<file path="src/hw/rtl/cspmv_pkg.sv">
// Shared types and constants for the CSR sparse matrix-vector multiply block.
// Used by cspmv_vec_store, cspmv_mac and csr_sparse_matvec_top.
`default_nettype none
package cspmv_pkg;

	localparam int VEC_LEN = 1024;
	localparam int VEC_AW  = $clog2(VEC_LEN);
	localparam int COL_W   = 10;
	localparam int DATA_W  = 32;
	localparam int ROW_W   = 16;

	typedef enum logic [1:0] {
		OP_LOAD  = 2'd0,
		OP_NZ    = 2'd1,
		OP_EMPTY = 2'd2
	} op_t;

	typedef struct packed {
		logic       valid;
		logic [1:0] op;
		logic       last;
		logic       in_range;
	} stage_ctrl_t;

endpackage
`default_nettype wire

</file>
<file path="src/hw/rtl/cspmv_mac.sv">
// Multiply stage, row accumulator, row counter and result register.
// Depends on cspmv_pkg.
`default_nettype none
module cspmv_mac (
	input  wire logic                                clk,
	input  wire logic                                arst_n,
	input  wire logic                                adv,
	input  wire cspmv_pkg::stage_ctrl_t              ctrl_s1,
	input  wire logic [cspmv_pkg::DATA_W-1:0]        value_s1,
	input  wire logic [cspmv_pkg::DATA_W-1:0]        vec_s1,
	output logic                                     result_valid,
	output logic signed [cspmv_pkg::DATA_W-1:0]      row_sum,
	output logic      [cspmv_pkg::ROW_W-1:0]         row_index
);

	cspmv_pkg::stage_ctrl_t       ctrl_s2;
	logic [cspmv_pkg::DATA_W-1:0] prod_s2;
	logic [cspmv_pkg::DATA_W-1:0] acc_q;
	logic [cspmv_pkg::ROW_W-1:0]  cnt_q;

	logic [cspmv_pkg::DATA_W-1:0] vec_m;
	logic [cspmv_pkg::DATA_W-1:0] sum;
	logic                         emit;
	logic [cspmv_pkg::DATA_W-1:0] emit_sum;

	assign vec_m = ctrl_s1.in_range ? vec_s1 : '0;
	assign sum   = acc_q + prod_s2;

	always_comb begin
		emit     = 1'b0;
		emit_sum = '0;
		if (ctrl_s2.valid) begin
			case (ctrl_s2.op)
				cspmv_pkg::OP_NZ: begin
					emit     = ctrl_s2.last;
					emit_sum = sum;
				end
				cspmv_pkg::OP_EMPTY: begin
					emit = 1'b1;
				end
				default: begin
					emit = 1'b0;
				end
			endcase
		end
	end

	always_ff @(posedge clk or negedge arst_n) begin
		if (!arst_n) begin
			ctrl_s2 <= '0;
		end else if (adv) begin
			ctrl_s2 <= ctrl_s1;
		end
	end

	always_ff @(posedge clk) begin
		if (adv) begin
			prod_s2 <= value_s1 * vec_m;
		end
	end

	always_ff @(posedge clk or negedge arst_n) begin
		if (!arst_n) begin
			acc_q <= '0;
			cnt_q <= '0;
		end else if (adv && ctrl_s2.valid) begin
			case (ctrl_s2.op)
				cspmv_pkg::OP_LOAD: begin
					acc_q <= '0;
					cnt_q <= '0;
				end
				cspmv_pkg::OP_NZ: begin
					if (ctrl_s2.last) begin
						acc_q <= '0;
						cnt_q <= cnt_q + 1'b1;
					end else begin
						acc_q <= sum;
					end
				end
				cspmv_pkg::OP_EMPTY: begin
					cnt_q <= cnt_q + 1'b1;
				end
				default: begin
				end
			endcase
		end
	end

	// result register; holds while downstream stalls
	always_ff @(posedge clk or negedge arst_n) begin
		if (!arst_n) begin
			result_valid <= 1'b0;
		end else if (adv) begin
			result_valid <= emit;
		end
	end

	always_ff @(posedge clk) begin
		if (adv && emit) begin
			row_sum   <= $signed(emit_sum);
			row_index <= cnt_q;
		end
	end

endmodule
`default_nettype wire

</file>
<file path="config.mk">
export PLATFORM = sky130hd
export DESIGN_NAME = cspmv_mac
export DESIGN_NICKNAME = d
export VERILOG_FILES = /design/src/hw/rtl/cspmv_pkg.sv /design/src/hw/rtl/cspmv_mac.sv
export SDC_FILE = /design/constraint.sdc
export NUM_CORES = 1
export LEC_CHECK = 0
export BUFFER_PORTS_ARGS = -buffer_cell sky130_fd_sc_hd__buf_2
export CAP_MARGIN = 20
export CELL_PAD_IN_SITES_DETAIL_PLACEMENT = 1
export CELL_PAD_IN_SITES_GLOBAL_PLACEMENT = 1
export CORE_ASPECT_RATIO = 1.25
export CORE_UTILIZATION = 54
export CTS_CLUSTER_SIZE = 25
export DETAILED_ROUTE_END_ITERATION = 12
export GPL_TIMING_DRIVEN = 1
export PLACE_DENSITY_LB_ADDON = 0.05
export SLEW_MARGIN = 20
export SYNTH_ARGS = -nofsm -noshare
export SYNTH_HDL_FRONTEND = slang
export SYNTH_SLANG_ARGS = --single-unit
export TNS_END_PERCENT = 50
</file>
<file path="constraint.sdc">
create_clock -name clk -period 9.8 [get_ports clk]
set_input_delay 1.96 -clock clk [delete_from_list [all_inputs] [get_ports clk]]
set_output_delay 1.96 -clock clk [all_outputs]
set_load 0.02 [all_outputs]
</file>
==> reports/qor.csv <==
metric,value,unit
outcome,"finished, final reports clean",
Reg-to-Reg Start,prod_s2[0],
number of antenna violations at the first check in global routing,1,
via total after detailed routing,17022,
f_max,109,MHz
H-tree levels,4,
pin slew with the least headroom to its limit,0.996,ns
Top-Level Pins,121,
crit share post-route,93.3,%
WL/cell,23.7,µm
slowest CP cell,and2_1,
Starting Density,55.1,%
area grow syn2layout,7.69,%
RSZ-0062 raised after global routing,no,
mean post-synth cell area,9.64,µm²
# Post-CTS Setup Buffers,0,
Setup Skew,0.0119,ns
worst-path maximum fanout,116,
Clock Tree Root,clkbuf_16,
chip height,228,µm
ANT nets after route,0,
min-delay src,acc_q[12],
Non-Filler Instances,2898,
Clock Power Share,7.8,%
Tmin final,9.15,ns
CTS resizes,0,
VDD IR max,0.561,mV
total CTS buffers,17,
data required time of the worst path,9.98,ns
# setup viols final,0,
Clock Tree Buf Depth,2,
internal power component,0.00430,W
Synth Register Bits,133,
storage element area,0.00373,mm²
Sequential Power Share,12.6,%
adder and majority cell fraction of the synthesized area,45.9,%
Crit. End Element,flop,
total track usage,34.5,%
crit-path cells,buf_6 > and2_1 > nand2_1 > fa_1 > fa_1 > fa_1 > fa_1 > inv_1 > fa_1 > inv_1 > fa_1 > inv_1 > fa_1 > fa_1 > ha_1 > a21o_1 > a21o_1 > a21o_1 > a21oi_1 > nor2b_1 > a311o_1 > a21o_1 > a21oi_1 > xnor2_1,
simple-gate area share of the yosys netlist,17.0,%
Logic pwr share,79.7,%
setup_tns,0,ns
critical setup path kind,in2reg,
top cell type's share of synthesized area,37.0,%
DRC Markers,0,
# nets final,2977,
placed instance count,2864,
CP arrival,9.33,ns
Final Max Tran Viols,0,
Worst setup SP type,input port,
number of synthesized flops with an enable pin,80,
Synth Area in XOR/XNOR,5.02,%
"Remaining Overflow, GRT",0,
synthesized netlist cell count,2297,
switching power total,0.00419,W
RePlAce Congestion,0.996,
vias in the first global route,19296,
HPWL after DPL,53900,µm
WL final,68700,µm
"area leader, netlist",fa_1,
DRT Pass-1 Iters,5,
yosys warns,0,
Hold Crit Class,reg2reg,
max incr delay on CP,0.55,ns
Cell Pwr Density,356,mW/mm²
first-pass GRT wire length,107000,µm
Setup WS post-layout,0.653,ns
Die Area,0.0418,mm²
Tot Pwr,0.00849,W
Cell variety after synth,59,
Filler cells,4571,
syn nets,2937,
Compound-Gate Fraction of Synth Area,5.85,%
Multi-input gate area,0.0164,mm²
FP Rows,82,
Vias/cell,5.87,
"setup slack, reg-to-reg",6.11,ns
max-cap check violation count,0,
clock latency on the worst-skew pair,0.43,ns
IO Port Bufs,120,
Critical path origin,ctrl_s1[0],
Finished Core Util,59.3,%
Final Hold Viols,0,
largest net degree at the start of global routing,117,
cell area after synthesis,0.0222,mm²
CTS tree,yes,
Sink Count,133,
ys async rst share,39.8,%
Lkg Pwr,12.3,nW
clock-pin slew on the worst setup and hold paths,0.06,ns
Crit path top cell by count,fa_1,
"Seq/Total Area, Yosys",16.8,%
mux cell area share after synthesis,0.249,%
die width,183,µm
Slew HR,33.4,%
top_reg_cell synth,edfxtp_1,
Place WS,0.237,ns
Initial DRC Count,1068,
"top cells by area, synth","fa_1 37%, edfxtp_1 11%, ha_1 9.0%",
layout cells sized above 1,8.47,%
core region area,0.0402,mm²
hold-fix buffer count after cts,0,
switch share,49.4,%
largest family of logic cells by synthesized area,adder cells,
## per-layer routing
metal | share of wire [%] | routed length, µm | global-route usage, %
met1 | 37 | 25200 | 40.0
met2 | 51 | 35200 | 60.7
met3 | 5.8 | 3990 | 4.33
met4 | 6.3 | 4320 | 20.3
met5 | 0 | 0 | 0
## area by class of cell
type                    count  share of cell area [%]
flip-flops and latches    133                    15.6
diodes                      2                  0.0210
well taps                 546                    2.86
multi-input cells        1625                    68.8
clock buffers              20                    1.96
repair buffers            155                    3.75
clock inverters            12                   0.635
inverters                 405                    6.37
## power groups by stage
stage	Clock (W)	Sequential, W	Combinational [W]
final	0.000659	0.00107	0.00676
after global routing	0.000692	0.00108	0.00744
after CTS	0.000671	0.00107	0.00676
after detailed placement	0	0.00107	0.00671
after global placement	0	0.00107	0.00648
after floorplan	0	0.00105	0.00469
## cell usage in the layout (no fill, tap or decap), drive strengths merged, types with 10 or more instances in the layout
master and count:
xnor2 89, nand3 28, and2 28, ha 159, a21o 28, o21bai 10
xor2 38, and3 300, fa 409, o21ai 41, clkbuf 20, buf 155
inv 406, a21oi 51, edfxtp 80, a22o 17, nand2 275, nor2b 21
dfrtp 53, nor2 51
## critical path: cells and delay by family
| family | cells | cell delay, ns |
|---|---|---|
| compound gates | 7 | 1.45 |
| simple gates | 3 | 0.79 |
| buf+inv | 4 | 0.67 |
| xor+xnor | 1 | 0.09 |
| fa+ha+maj | 9 | 4.31 |
## sequential cells by signal, summed over array words and instances (netlist names)
signal / count
result_valid: 1
ctrl_s2: 4
row_sum: 32
row_index: 16
acc_q: 32
prod_s2: 32
cnt_q: 16
## logic make-up after synthesis
family          after synthesis
mux                           5
compound gates              190
fa+ha+maj                   568
simple gates                735
buf+inv                     539
xor+xnor                    127
flops                       133
## Yosys cell counts, types with 3 or more instances
| cell | number |
|---|---|
| edfxtp_1 | 80 |
| o21bai_1 | 10 |
| a31oi_1 | 4 |
| o21ai_0 | 38 |
| mux2_2 | 4 |
| fa_1 | 409 |
| nor2_1 | 51 |
| dfrtp_1 | 53 |
| a21oi_1 | 50 |
| a221o_1 | 3 |
| clkbuf_1 | 133 |
| nor3_1 | 5 |
| nor4_1 | 4 |
| xor2_1 | 38 |
| or3_1 | 4 |
| nand3_1 | 28 |
| o21a_1 | 9 |
| nor2b_1 | 21 |
| and4_1 | 4 |
| a311oi_1 | 3 |
| nand4_1 | 5 |
| nand2b_1 | 3 |
| and2_1 | 28 |
| ha_1 | 159 |
| inv_1 | 405 |
| and3_1 | 300 |
| a22o_1 | 17 |
| xnor2_1 | 89 |
| nand2_1 | 275 |
| a21o_1 | 28 |
## metrics by stage
stage	hold slack [ns]	cell area, µm²
floorplan	0.444	22200
global placement	0.459	23200
detailed placement	0.467	23200
CTS	0.492	23800
global route	0.495	23800
finish	0.489	23900
## final timing paths
check	endpoint	cells after the start
worst max-delay path	prod_s2[26]	24
worst min-delay path	acc_q[12]	2
worst max register to register	row_sum[30]	11
worst min register to register	acc_q[12]	2
max in group asynchronous	cnt_q[5]	2
min in group asynchronous	acc_q[26]	2
(Power assumes the default switching activity.)
